**src/rtl/core/jsg_pkg.sv**
```systemverilog
// Package for the joint stall guard: field widths, direction and register codes,
// and the structs passed between the top level and the per-tick step logic.
// No dependencies.
package jsg_pkg;

  localparam int AxisW    = 16;
  localparam int PosW     = 32;
  localparam int CurW     = 16;
  localparam int TickW    = 20;
  localparam int LimW     = 31;
  localparam int CurLimW  = 16;
  localparam int TimeW    = 24;
  localparam int DirW     = 2;
  localparam int CfgIdxW  = 2;
  localparam int InDataW  = 152;
  localparam int OutDataW = 48;

  localparam logic signed [AxisW-1:0] AxisOne    = 16'sd16384;
  localparam logic signed [AxisW-1:0] AxisNegOne = -16'sd16384;

  localparam logic [DirW-1:0] DirNone = 2'd0;
  localparam logic [DirW-1:0] DirPos  = 2'd1;
  localparam logic [DirW-1:0] DirNeg  = 2'd2;

  localparam logic [CfgIdxW-1:0] RegCurrentLimit  = 2'd0;
  localparam logic [CfgIdxW-1:0] RegVelocityLimit = 2'd1;
  localparam logic [CfgIdxW-1:0] RegPosErrLimit   = 2'd2;
  localparam logic [CfgIdxW-1:0] RegStallTimeout  = 2'd3;

  typedef struct packed {
    logic                    enabled;
    logic signed [AxisW-1:0] jog_axis;
    logic signed [PosW-1:0]  target_position;
    logic signed [PosW-1:0]  measured_position;
    logic signed [PosW-1:0]  measured_velocity;
    logic signed [CurW-1:0]  commanded_current;
    logic [TickW-1:0]        tick_us;
  } tick_in_t;

  typedef struct packed {
    logic [CurLimW-1:0] current_limit;
    logic [LimW-1:0]    velocity_limit;
    logic [LimW-1:0]    position_error_limit;
    logic [TimeW-1:0]   stall_timeout_us;
  } cfg_t;

  typedef struct packed {
    logic [TimeW-1:0] stall_elapsed;
    logic [DirW-1:0]  lock_dir;
  } guard_state_t;

  typedef struct packed {
    logic signed [AxisW-1:0] allowed_axis;
    logic                    hold_pulse;
    logic [DirW-1:0]         blocked_dir;
    logic [TimeW-1:0]        stall_time_us;
  } tick_out_t;

endpackage

```
**src/rtl/core/jsg_step.sv**
```systemverilog
// Per-tick stall qualification and direction blocking logic.
// Combinational; depends on jsg_pkg.
module jsg_step (
  input  jsg_pkg::tick_in_t     tick,
  input  jsg_pkg::cfg_t         cfg,
  input  jsg_pkg::guard_state_t state,
  output jsg_pkg::guard_state_t state_next,
  output jsg_pkg::tick_out_t    result
);
  import jsg_pkg::*;

  logic signed [AxisW-1:0] axis;
  logic [DirW-1:0]         req;
  logic signed [PosW:0]    err;
  logic signed [PosW:0]    lim_pos;
  logic signed [PosW:0]    lim_neg;
  logic [CurW:0]           cur_mag;
  logic [PosW:0]           vel_mag;
  logic                    invalid;
  logic                    loaded;
  logic                    high;
  logic                    still;
  logic                    opposite;
  logic [TimeW:0]          sum;
  logic [TimeW+2:0]        lhs;
  logic [TimeW+2:0]        rhs;

  always_comb begin
    invalid = !tick.enabled || (tick.tick_us == '0) || (cfg.current_limit == '0) ||
              (cfg.velocity_limit == '0) || (cfg.position_error_limit == '0) ||
              (cfg.stall_timeout_us == '0);

    if (tick.jog_axis > AxisOne) begin
      axis = AxisOne;
    end else if (tick.jog_axis < AxisNegOne) begin
      axis = AxisNegOne;
    end else begin
      axis = tick.jog_axis;
    end
    req = (axis > 0) ? DirPos : ((axis < 0) ? DirNeg : DirNone);

    err     = {tick.target_position[PosW-1], tick.target_position} -
              {tick.measured_position[PosW-1], tick.measured_position};
    lim_pos = $signed({2'b00, cfg.position_error_limit});
    lim_neg = -lim_pos;
    loaded  = ((req == DirPos) && (err >= lim_pos)) ||
              ((req == DirNeg) && (err <= lim_neg));

    cur_mag = tick.commanded_current[CurW-1] ?
              (~{1'b1, tick.commanded_current} + 1'b1) : {1'b0, tick.commanded_current};
    vel_mag = tick.measured_velocity[PosW-1] ?
              (~{1'b1, tick.measured_velocity} + 1'b1) : {1'b0, tick.measured_velocity};
    high    = cur_mag >= {1'b0, cfg.current_limit};
    still   = vel_mag >= {2'b00, cfg.velocity_limit} ? (vel_mag == {2'b00, cfg.velocity_limit})
                                                     : 1'b1;

    opposite = ((req == DirPos) && (state.lock_dir == DirNeg)) ||
               ((req == DirNeg) && (state.lock_dir == DirPos));

    sum = {1'b0, state.stall_elapsed} + {{(TimeW+1-TickW){1'b0}}, tick.tick_us};
    lhs = {1'b0, sum, 1'b0} + {{(TimeW+3-TickW){1'b0}}, tick.tick_us};
    rhs = {2'b00, cfg.stall_timeout_us, 1'b0};

    state_next = state;
    result     = '0;

    if (invalid) begin
      state_next = '0;
    end else if (state.lock_dir != DirNone) begin
      if (opposite) begin
        state_next          = '0;
        result.allowed_axis = axis;
      end else begin
        result.blocked_dir   = state.lock_dir;
        result.stall_time_us = state.stall_elapsed;
      end
    end else if ((req == DirNone) || !loaded || !high || !still) begin
      state_next.stall_elapsed = '0;
      result.allowed_axis      = axis;
    end else if (lhs >= rhs) begin
      state_next.stall_elapsed = cfg.stall_timeout_us;
      state_next.lock_dir      = req;
      result.hold_pulse        = 1'b1;
      result.blocked_dir       = req;
      result.stall_time_us     = cfg.stall_timeout_us;
    end else begin
      state_next.stall_elapsed = sum[TimeW-1:0];
      result.allowed_axis      = axis;
      result.stall_time_us     = sum[TimeW-1:0];
    end
  end

endmodule

```
**src/rtl/core/joint_stall_guard_unit.sv**
```systemverilog
// Joint stall guard, top level: stream ports, configuration registers,
// input and result registers around the step logic. Depends on jsg_pkg, jsg_step.
//
// The block accepts one request per clock while the receiver takes each result, and
// returns one result per request, in order. A request accepted at a clock edge waits
// in the input register until the result register is free; stepping it then loads
// its result into the result register and offers it. While the receiver holds a
// result, the next request waits in the input register and no further request is
// accepted until the result leaves. The stall timer and blocked direction update in
// the cycle a request moves from the input register to the result register, so each
// request sees the state left by the one before it.
module joint_stall_guard_unit (
  input  logic                            clk,
  input  logic                            rst,
  input  logic                            cfg_we,
  input  logic [jsg_pkg::CfgIdxW-1:0]     cfg_index,
  input  logic [jsg_pkg::LimW-1:0]        cfg_data,
  input  logic                            s_axis_tvalid,
  output logic                            s_axis_tready,
  // enabled, jog_axis, target_position, measured_position,
  // measured_velocity, commanded_current, tick_us, zero fill
  input  logic [jsg_pkg::InDataW-1:0]     s_axis_tdata,
  output logic                            m_axis_tvalid,
  input  logic                            m_axis_tready,
  // allowed_axis, hold_pulse, blocked_dir, stall_time_us, zero fill
  output logic [jsg_pkg::OutDataW-1:0]    m_axis_tdata
);
  import jsg_pkg::*;

  cfg_t         cfg;
  guard_state_t state;
  guard_state_t state_next;
  tick_in_t     tick;
  tick_in_t     tick_unpacked;
  tick_out_t    result;
  tick_out_t    result_next;
  logic         in_valid;
  logic         out_free;
  logic         step;

  assign tick_unpacked.enabled           = s_axis_tdata[0];
  assign tick_unpacked.jog_axis          = s_axis_tdata[16:1];
  assign tick_unpacked.target_position   = s_axis_tdata[48:17];
  assign tick_unpacked.measured_position = s_axis_tdata[80:49];
  assign tick_unpacked.measured_velocity = s_axis_tdata[112:81];
  assign tick_unpacked.commanded_current = s_axis_tdata[128:113];
  assign tick_unpacked.tick_us           = s_axis_tdata[148:129];

  assign out_free      = !m_axis_tvalid || m_axis_tready;
  assign step          = in_valid && out_free;
  assign s_axis_tready = !in_valid || step;

  jsg_step u_step (
    .tick       (tick),
    .cfg        (cfg),
    .state      (state),
    .state_next (state_next),
    .result     (result_next)
  );

  always_ff @(posedge clk) begin
    if (rst) begin
      cfg <= '0;
    end else if (cfg_we) begin
      unique case (cfg_index)
        RegCurrentLimit:  cfg.current_limit        <= cfg_data[CurLimW-1:0];
        RegVelocityLimit: cfg.velocity_limit       <= cfg_data;
        RegPosErrLimit:   cfg.position_error_limit <= cfg_data;
        RegStallTimeout:  cfg.stall_timeout_us     <= cfg_data[TimeW-1:0];
        default: ;
      endcase
    end
  end

  always_ff @(posedge clk) begin
    if (rst) begin
      in_valid      <= 1'b0;
      m_axis_tvalid <= 1'b0;
      state         <= '0;
    end else begin
      if (s_axis_tvalid && s_axis_tready) begin
        in_valid <= 1'b1;
      end else if (step) begin
        in_valid <= 1'b0;
      end
      if (step) begin
        m_axis_tvalid <= 1'b1;
        state         <= state_next;
      end else if (m_axis_tready) begin
        m_axis_tvalid <= 1'b0;
      end
    end
  end

  always_ff @(posedge clk) begin
    if (s_axis_tvalid && s_axis_tready) begin
      tick <= tick_unpacked;
    end
    if (step) begin
      result <= result_next;
    end
  end

  assign m_axis_tdata = {{(OutDataW-AxisW-1-DirW-TimeW){1'b0}}, result.stall_time_us,
                         result.blocked_dir, result.hold_pulse, result.allowed_axis};

`ifndef SYNTH
  a_dir_code: assert property (@(posedge clk) disable iff (rst)
    state.lock_dir != 2'd3)
    else $error("blocked direction holds an unused code");

  a_hold_blocks: assert property (@(posedge clk) disable iff (rst)
    m_axis_tvalid && result.hold_pulse |->
      (result.allowed_axis == '0) && (result.blocked_dir != DirNone) &&
      (result.blocked_dir == state.lock_dir))
    else $error("hold result does not match a new block");

  a_block_start: assert property (@(posedge clk) disable iff (rst)
    step && (state.lock_dir == DirNone) && (state_next.lock_dir != DirNone)
      |=> m_axis_tvalid && result.hold_pulse)
    else $error("block began without a hold result");
`endif

endmodule

```
**config.mk**
```make
export PLATFORM = sky130hd
export DESIGN_NAME = joint_stall_guard_unit
export DESIGN_NICKNAME = d
export VERILOG_FILES = /design/src/rtl/core/jsg_pkg.sv /design/src/rtl/core/jsg_step.sv /design/src/rtl/core/joint_stall_guard_unit.sv
export SDC_FILE = /design/constraint.sdc
export NUM_CORES = 1
export LEC_CHECK = 0
export ABC_AREA = 0
export BUFFER_PORTS_ARGS = -buffer_cell sky130_fd_sc_hd__buf_2
export CORE_MARGIN = 1
export CORE_UTILIZATION = 45
export CTS_BUF_LIST = sky130_fd_sc_hd__clkbuf_8 sky130_fd_sc_hd__clkbuf_16
export DETAILED_ROUTE_END_ITERATION = 6
export PLACE_DENSITY = 0.73
export SYNTH_ARGS = -nofsm -noshare
export SYNTH_HDL_FRONTEND = slang
export SYNTH_SLANG_ARGS = --single-unit
```
**constraint.sdc**
```tcl
create_clock -name clk -period 6.8 [get_ports clk]
set_clock_uncertainty 0.15 [all_clocks]
set_input_delay 0.68 -clock clk [delete_from_list [all_inputs] [get_ports clk]]
set_output_delay 0.68 -clock clk [all_outputs]
set_load 0.02 [all_outputs]
```
Yosys cells after proc, flatten, opt, wreduce, memory -nomap -nowiden

Index checks and enable logic that the tools add are counted.

Add/sub/neg operators: 6
$lt $le $gt $ge: 9
Eq/ne operators: 10
Multiplexer cells: 26
Bitwise logic cells: 2
Reduce and logical (&&, ||, !) cells: 42

Operators by type and width:

| cell                                                | count |
|---|---|
| two-way mux 26 bit                                  | 6 |
| two-way mux 16 bit                                  | 6 |
| zero test 31 bit                                    | 2 |
| two-way mux 24 bit                                  | 2 |
| adder 33 x 1 -> 33 bit, second input constant       | 1 |
| == test 33 x 31 -> 1 bit                            | 1 |
| >= comparator 33 x 31 -> 1 bit                      | 1 |
| >= comparator 33 x 32 -> 1 bit                      | 1 |
| <= comparator 33 bit                                | 1 |
| two-way mux 33 bit                                  | 1 |
| negator 31 -> 33 bit                                | 1 |
| NOT 33 bit                                          | 1 |
| subtractor 32 x 32 -> 33 bit                        | 1 |
| adder 26 x 20 -> 27 bit                             | 1 |
| >= comparator 27 x 25 -> 1 bit                      | 1 |
| adder 24 x 20 -> 25 bit                             | 1 |
| zero test 24 bit                                    | 1 |
| zero test 20 bit                                    | 1 |
| adder 17 x 1 -> 17 bit, second input constant       | 1 |
| >= comparator 17 x 16 -> 1 bit                      | 1 |
| two-way mux 17 bit                                  | 1 |
| NOT 17 bit                                          | 1 |
| > comparator 16 x 1 -> 1 bit, second input constant | 1 |
| > comparator 16 bit, second input constant          | 1 |
| other kinds (18)                                    | 59 |

Flip-flop bits (word level): 322
Input port bits: 190
Output and inout port bits: 50
Logic and storage cells: 114

Depth between registers and ports, before layout

Depth in word-level cells: 16
Mapped depth: 32
Depth with buffers taken out: 31

By module

Synthesis repeated with hierarchy kept, for this count alone.

Cell total of the unflattened synthesis: 2,192
Area total of the unflattened synthesis: 20,574.7 um2

Modules (own cells, without submodules):

| module                 | instances | cells each | area an instance (um2) | sequential area each (um2) |
|---|---|---|---|---|
| joint_stall_guard_unit | 1         | 770        | 10,647.7               | 8,368.0 |
| jsg_step               | 1         | 1,422      | 9,927.0                | 0.0 |

Worst setup path before layout

Ideal clock, no wire load.

Kind: reg-to-reg
Start point: register tick[0] (netlist name)
End point: register result, in the netlist m_axis_tdata[20], data pin
Setup time: 0.264 ns
Arrival time: 5.706 ns
Data required time: 6.386 ns
Slack: 0.680 ns
Stages on the path, launching flop included: 33
Buffers on the path: 2
Period minus slack after synthesis: 6.120 ns
Cell sequence: edfxtp_1 -> ha_1 -> inv_1 -> fa_1 -> inv_1 -> a21oi_1 -> o21ai_0 -> a21o_1 -> a21oi_1 -> o21bai_1 -> xor2_1 -> ha_1 -> a21o_1 -> a21o_1 -> a21oi_1 -> a31oi_1 -> a2111oi_0 -> o31ai_1 -> nand2b_1 -> nand2b_1 -> xnor2_1 -> ha_1 -> nand4_1 -> nor3_1 -> a21oi_1 -> o311a_1 -> o21ai_0 -> a221oi_4 -> o31ai_1 -> buf_2 -> buf_4 -> a21oi_1 -> o32ai_1

Cells in the longest elaborated chain, start to end: 6
Elaborated cells between the ends (all ways): 12
Those cells by class: add/sub (2); order compare (1); mux (3); reduce/logical (6)

RTL lines:

| element                                                            | line                           | source |
|---|---|---|
| adder 24 x 20 -> 25 bit or zero test 20 bit (tied branches)        | jsg_step.sv:60, jsg_step.sv:29 |  |
| adder 26 x 20 -> 27 bit or logical OR 1 bit (tied branches)        | jsg_step.sv:61, jsg_step.sv:29 |  |
| >= comparator 27 x 25 -> 1 bit or logical OR 1 bit (tied branches) | jsg_step.sv:80, jsg_step.sv:29 |  |
| two-way mux 24 bit or logical OR 1 bit (tied branches)             | jsg_step.sv:80, jsg_step.sv:29 |  |
| two-way mux 26 bit or logical OR 1 bit (tied branches)             | jsg_step.sv:77, jsg_step.sv:30 |  |
| two-way mux 26 bit or logical OR 1 bit (tied branches)             | jsg_step.sv:69, jsg_step.sv:30 |  |
| to (signal assigned)                                               | joint_stall_guard_unit.sv:100  | `result <= result_next;` |
| to (decl)                                                          | joint_stall_guard_unit.sv:35   | `tick_out_t result;` |

Several ways; a longest one is shown, not always the timed one.
A chain may end at the register's enable or synchronous reset.

Final worst setup path

Start point: register tick[0] (netlist name)
End point: register result, in the netlist m_axis_tdata[41], data pin

Cells in the longest elaborated chain, start to end: 6
Elaborated cells between the ends (all ways): 12
Those cells by class: add/sub (2); order compare (1); mux (3); reduce/logical (6)

RTL lines:

| element                                                            | line |
|---|---|
| adder 24 x 20 -> 25 bit or zero test 20 bit (tied branches)        | jsg_step.sv:60, jsg_step.sv:29 |
| adder 26 x 20 -> 27 bit or logical OR 1 bit (tied branches)        | jsg_step.sv:61, jsg_step.sv:29 |
| >= comparator 27 x 25 -> 1 bit or logical OR 1 bit (tied branches) | jsg_step.sv:80, jsg_step.sv:29 |
| two-way mux 24 bit or logical OR 1 bit (tied branches)             | jsg_step.sv:80, jsg_step.sv:29 |
| two-way mux 26 bit or logical OR 1 bit (tied branches)             | jsg_step.sv:77, jsg_step.sv:30 |
| two-way mux 26 bit or logical OR 1 bit (tied branches)             | jsg_step.sv:69, jsg_step.sv:30 |

Several ways; a longest one is shown, not always the timed one.

==> flow_results.org <==
** Outcome
- The run finished with clean final reports.

** Placed design
- Worst setup slack before clock tree synthesis :: 0.0732 ns
- Number of input and output port buffers inserted :: 231
- The wire-length estimate of the detail-placed layout is 40.3 mm.
- The congestion estimate from routability-driven global placement came to 0.918.

** Synthesis
- The average instance in the mapped netlist occupies 9.41 um^2.
- After synthesis, the share of flip-flops with an asynchronous set or reset is 0.
- In the synthesized netlist the dominant register cell turns out to be sky130_fd_sc_hd__edfxtp_1.
- Number of flops mapped to enable cells by yosys :: 192
- Warnings from Yosys :: 0
- The mapped netlist covers 19,800 um^2.
- Synthesized netlist cell count :: 2,106
- Synthesis inferred 322 register bits.
- After synthesis, the netlist uses 82 different library cells.
- Sequential cell area fraction in the yosys report :: 0.422

** Timing
- Slew HR :: 0.148
- Fin. Hold Viols :: 0
- Setup WS post-layout :: 0.201 ns
- The final count of pins violating max slew came to 0.
- # setup viols final :: 0
- Static timing analysis puts the maximum clock frequency at 152 MHz.
- Post-layout min period :: 6.60 ns
- For the pin with the worst max-slew slack, the measured transition is 1.27 ns.
- Fraction of the cycle the final worst path needs :: 0.970
- Setup TNS :: 0 ns

** Job
- Across the run, the number of max-cap violations was 0.

** Setup path
- Endpoint of the most critical register-to-register path :: m_axis_tdata[41]$_SDFFCE_PP0P_
- Counting cells, the worst reg-to-reg path comes to 30.
- Most common cell on crit path :: sky130_fd_sc_hd__a21o_1
- In this design, the stage delay of the slowest critical-path cell is 0.45 ns.
- The largest individual stage delay along the critical path comes from the cell sky130_fd_sc_hd__edfxtp_1.
- Startpoint type of the worst setup path :: register
- Data arrival at the endpoint of the critical path :: 6.74 ns
- Endpoint required time on the critical path :: 6.94 ns
- Largest fanout of any net on the critical path :: 7
- The most critical setup path has its startpoint at tick[0]$_DFFE_PP_.
- Worst R2R Start :: tick[0]$_DFFE_PP_
- Timing endpoint of the critical path :: m_axis_tdata[41]$_SDFFCE_PP0P_
- Setup crit end kind :: register
- For flop-to-flop paths, the worst setup slack is 0.20 ns.
- Setup Crit Path Kind :: register to register

** Clock tree
- Inserted Clock Buffers :: 38
- At the later pin of the worst-skew pair, clock insertion delay measures 0.58 ns.
- Clock transition time at the flip-flop clock pins of the worst setup and hold paths :: 0.06 ns
- The longest clock path from root to sink contains 3 buffers.
- Hold buffers post-CTS :: 0
- The cell sitting at the root of the clock tree is a sky130_fd_sc_hd__clkbuf_16.
- TritonCTS built the clock tree.
- Clock sink total :: 322
- H-tree depth :: 2

** Power and ir drop
- In this run the power density over the cells is 241 nW/um^2.
- Summed over all cells, the static leakage comes to 9.23 nW.
- The worst-case IR drop observed on VDD is 0.216 mV.

** Route
- The highest metal layer carrying signal wires in the routed design is met4.
- Post-Route M1 WL :: 22.1 mm
- Final wirelength :: 52.6 mm
- The count of nets left with antenna violations once routing finished came out at 0.
- In the detailed route, the total length drawn on met3 is 3.33 mm.
- Number of violations reported at the end of detailed-routing iteration 0 :: 1,193
- Before antenna repair, the detailed router went through 6 iterations.
- Number of vias in the routed layout :: 16,500
- Post-DR vias/cell :: 5.58
- In the detailed route, the total length drawn on met2 is 25.4 mm.
- After detailed routing, the average wire length per cell comes to 17.8 um.
- In the routed design, unresolved DRC markers number 0.

** Die
- The floorplan has 76 rows.
- Starting density of the core :: 0.458
- X dimension of the die :: 212 um
- The core region is 43,300 um^2.
- Die area :: 44,900 um^2
- Die Span Y :: 212 um
- Pin placement for this block handled 240 I/O pins.

** Finish
- Fraction of final layout cells with drive strength greater than 1 :: 0.155
- Most common cell after layout, fill and taps aside :: sky130_fd_sc_hd__nand2_1
- Fill cells in the final layout number 3,862.
- Summing all flip-flop and latch instances after layout gives 8370 um^2.
- Area of combinational cells with multiple inputs :: 10,600 um^2
- Compared with the post-synthesis result, the final layout area differs by 16.3%.
- Highest-count cells in the layout ignoring fill and taps :: 345 x sky130_fd_sc_hd__nand2_1, 231 x sky130_fd_sc_hd__buf_2, 211 x sky130_fd_sc_hd__ha_1, 197 x sky130_fd_sc_hd__a21oi_1, 192 x sky130_fd_sc_hd__edfxtp_1
- Total Nets Final :: 2,745

** Global routing
- Number of global-route vias before repair :: 16,100
- Maximum number of pins on one net before global-route repair :: 107
- The first global-routing pass estimated 82.3 mm of wire.
- The initial antenna violation count came to 8.
- For this run, the total global-route usage over all layers was measured as 0.233.
- For this run the aggregate overflow at the end of global routing stands at 0.

** Worst hold path
- The min-delay analysis places its worst path in the category primary input to register.
- Along the worst hold path, the cell count comes to 1.
synthesized netlist by cell type, drive strengths merged (5+ instances only):
master,number,area (um^2)
or3,16,105
o21a,16,128
o211ai,9,72.6
o21bai,8,60.1
and4,6,52.6
nand3,28,140
a31oi,5,31.3
a21boi,9,67.6
nor3b,5,37.5
buf,14,104
xnor2,115,1010
nand2,345,1290
or2,7,48.8
clkbuf,51,191
a21oi,206,1050
nor3,25,125
a211oi,17,133
a2111oi,6,71.3
ha,212,2650
o21ai,103,515
and3,9,56.3
a21o,48,360
dfxtp,130,2600
o31ai,44,330
inv,175,657
a31o,8,70.1
nor2,65,244
o32ai,5,43.8
nand2b,19,126
nand4,34,213
edfxtp,192,5770
and2,12,75.1
or4,10,75.1
xor2,22,193
mux2i,20,200
nor2b,12,75.1
nor4,37,238
o41ai,8,70.1
repair_timing:
action / 4_1_cts / 5_1_grt
setup buffers: 0 / 5
pin swaps: 0 / 12
endpoints found under the setup margin: 5 / 69
resized for setup: 1 / 24
sequential cells by signal, summed over array words and instances, names as in the netlist:
| name | count |
|---|---|
| cfg | 102 |
| in_valid | 1 |
| tick | 149 |
| m_axis_tvalid | 1 |
| m_axis_tdata | 43 |
| state | 26 |
worst min path at each step:
stage | start | end | slack (ns)
final | s_axis_tdata[56] | tick[75]$_DFFE_PP_ | 0.13
after global routing | s_axis_tdata[57] | tick[76]$_DFFE_PP_ | 0.11
after CTS | s_axis_tdata[57] | tick[76]$_DFFE_PP_ | 0.10
after detailed placement | cfg[49]$_SDFFE_PP0P_ | cfg[49]$_SDFFE_PP0P_ | 0.30
after global placement | cfg[42]$_SDFFE_PP0P_ | cfg[42]$_SDFFE_PP0P_ | 0.30
after floorplan | cfg[42]$_SDFFE_PP0P_ | cfg[42]$_SDFFE_PP0P_ | 0.29
per-stage QoR:
step	std cells	hold slack [ns]	util	instance area, um^2	power, W
4_1_cts	2948	0.102	0.529	22900	0.00558
5_1_grt	2959	0.109	0.532	23000	0.00584
2_1_floorplan	2110	0.286	-	19800	0.00316
3_5_place_dp	2880	0.299	0.500	21600	0.00354
6_report	2961	0.126	0.533	23000	0.00556
3_3_place_gp	2880	0.299	0.500	21600	0.00349
where the power goes:
part           total (W)  switching, W  internal [W]
logic            0.00131      0.000758      0.000556
clock network    0.00202      0.000830       0.00119
registers        0.00222     0.0000649       0.00216
total            0.00556       0.00165       0.00391
worst max-delay path, delay by kind of cell, from the launching register on:
family | cells | cell delay, ns
buffers and inverters | 4 | 0.48
multiplexers | 1 | 0.33
AND/OR/NAND/NOR | 1 | 0.04
adder cells (fa/ha/maj) | 4 | 1.07
AO/OA/AOI/OAI | 18 | 3.38
flip-flops | 1 | 0.45
XOR/XNOR | 2 | 0.42
cells by family after synthesis:
group / Yosys count / synth area share
other cells: 1 / 0.000189
buf+inv: 240 / 0.0480
xor+xnor: 137 / 0.0605
fa+ha+maj: 215 / 0.137
flops: 322 / 0.422
compound gates: 532 / 0.171
simple gates: 638 / 0.150
mux: 21 / 0.0107
routing by layer:
metal,up-vias,GRT usage
met2,532,0.400
li1,8045,-
met5,-,0
met3,128,0.0418
met4,0,0.0967
met1,7832,0.287
area by class of cell:
type,instances,share of cell area
Antenna cell,8,0.000869
Clock buffer,44,0.0458
Clock inverter,24,0.00852
Inverter,175,0.0285
Multi-Input combinational cell,1548,0.462
Sequential cell,322,0.363
Tap cell,585,0.0318
Timing Repair Buffer,255,0.0598
No activity file was read; power rests on OpenSTA's default activity.
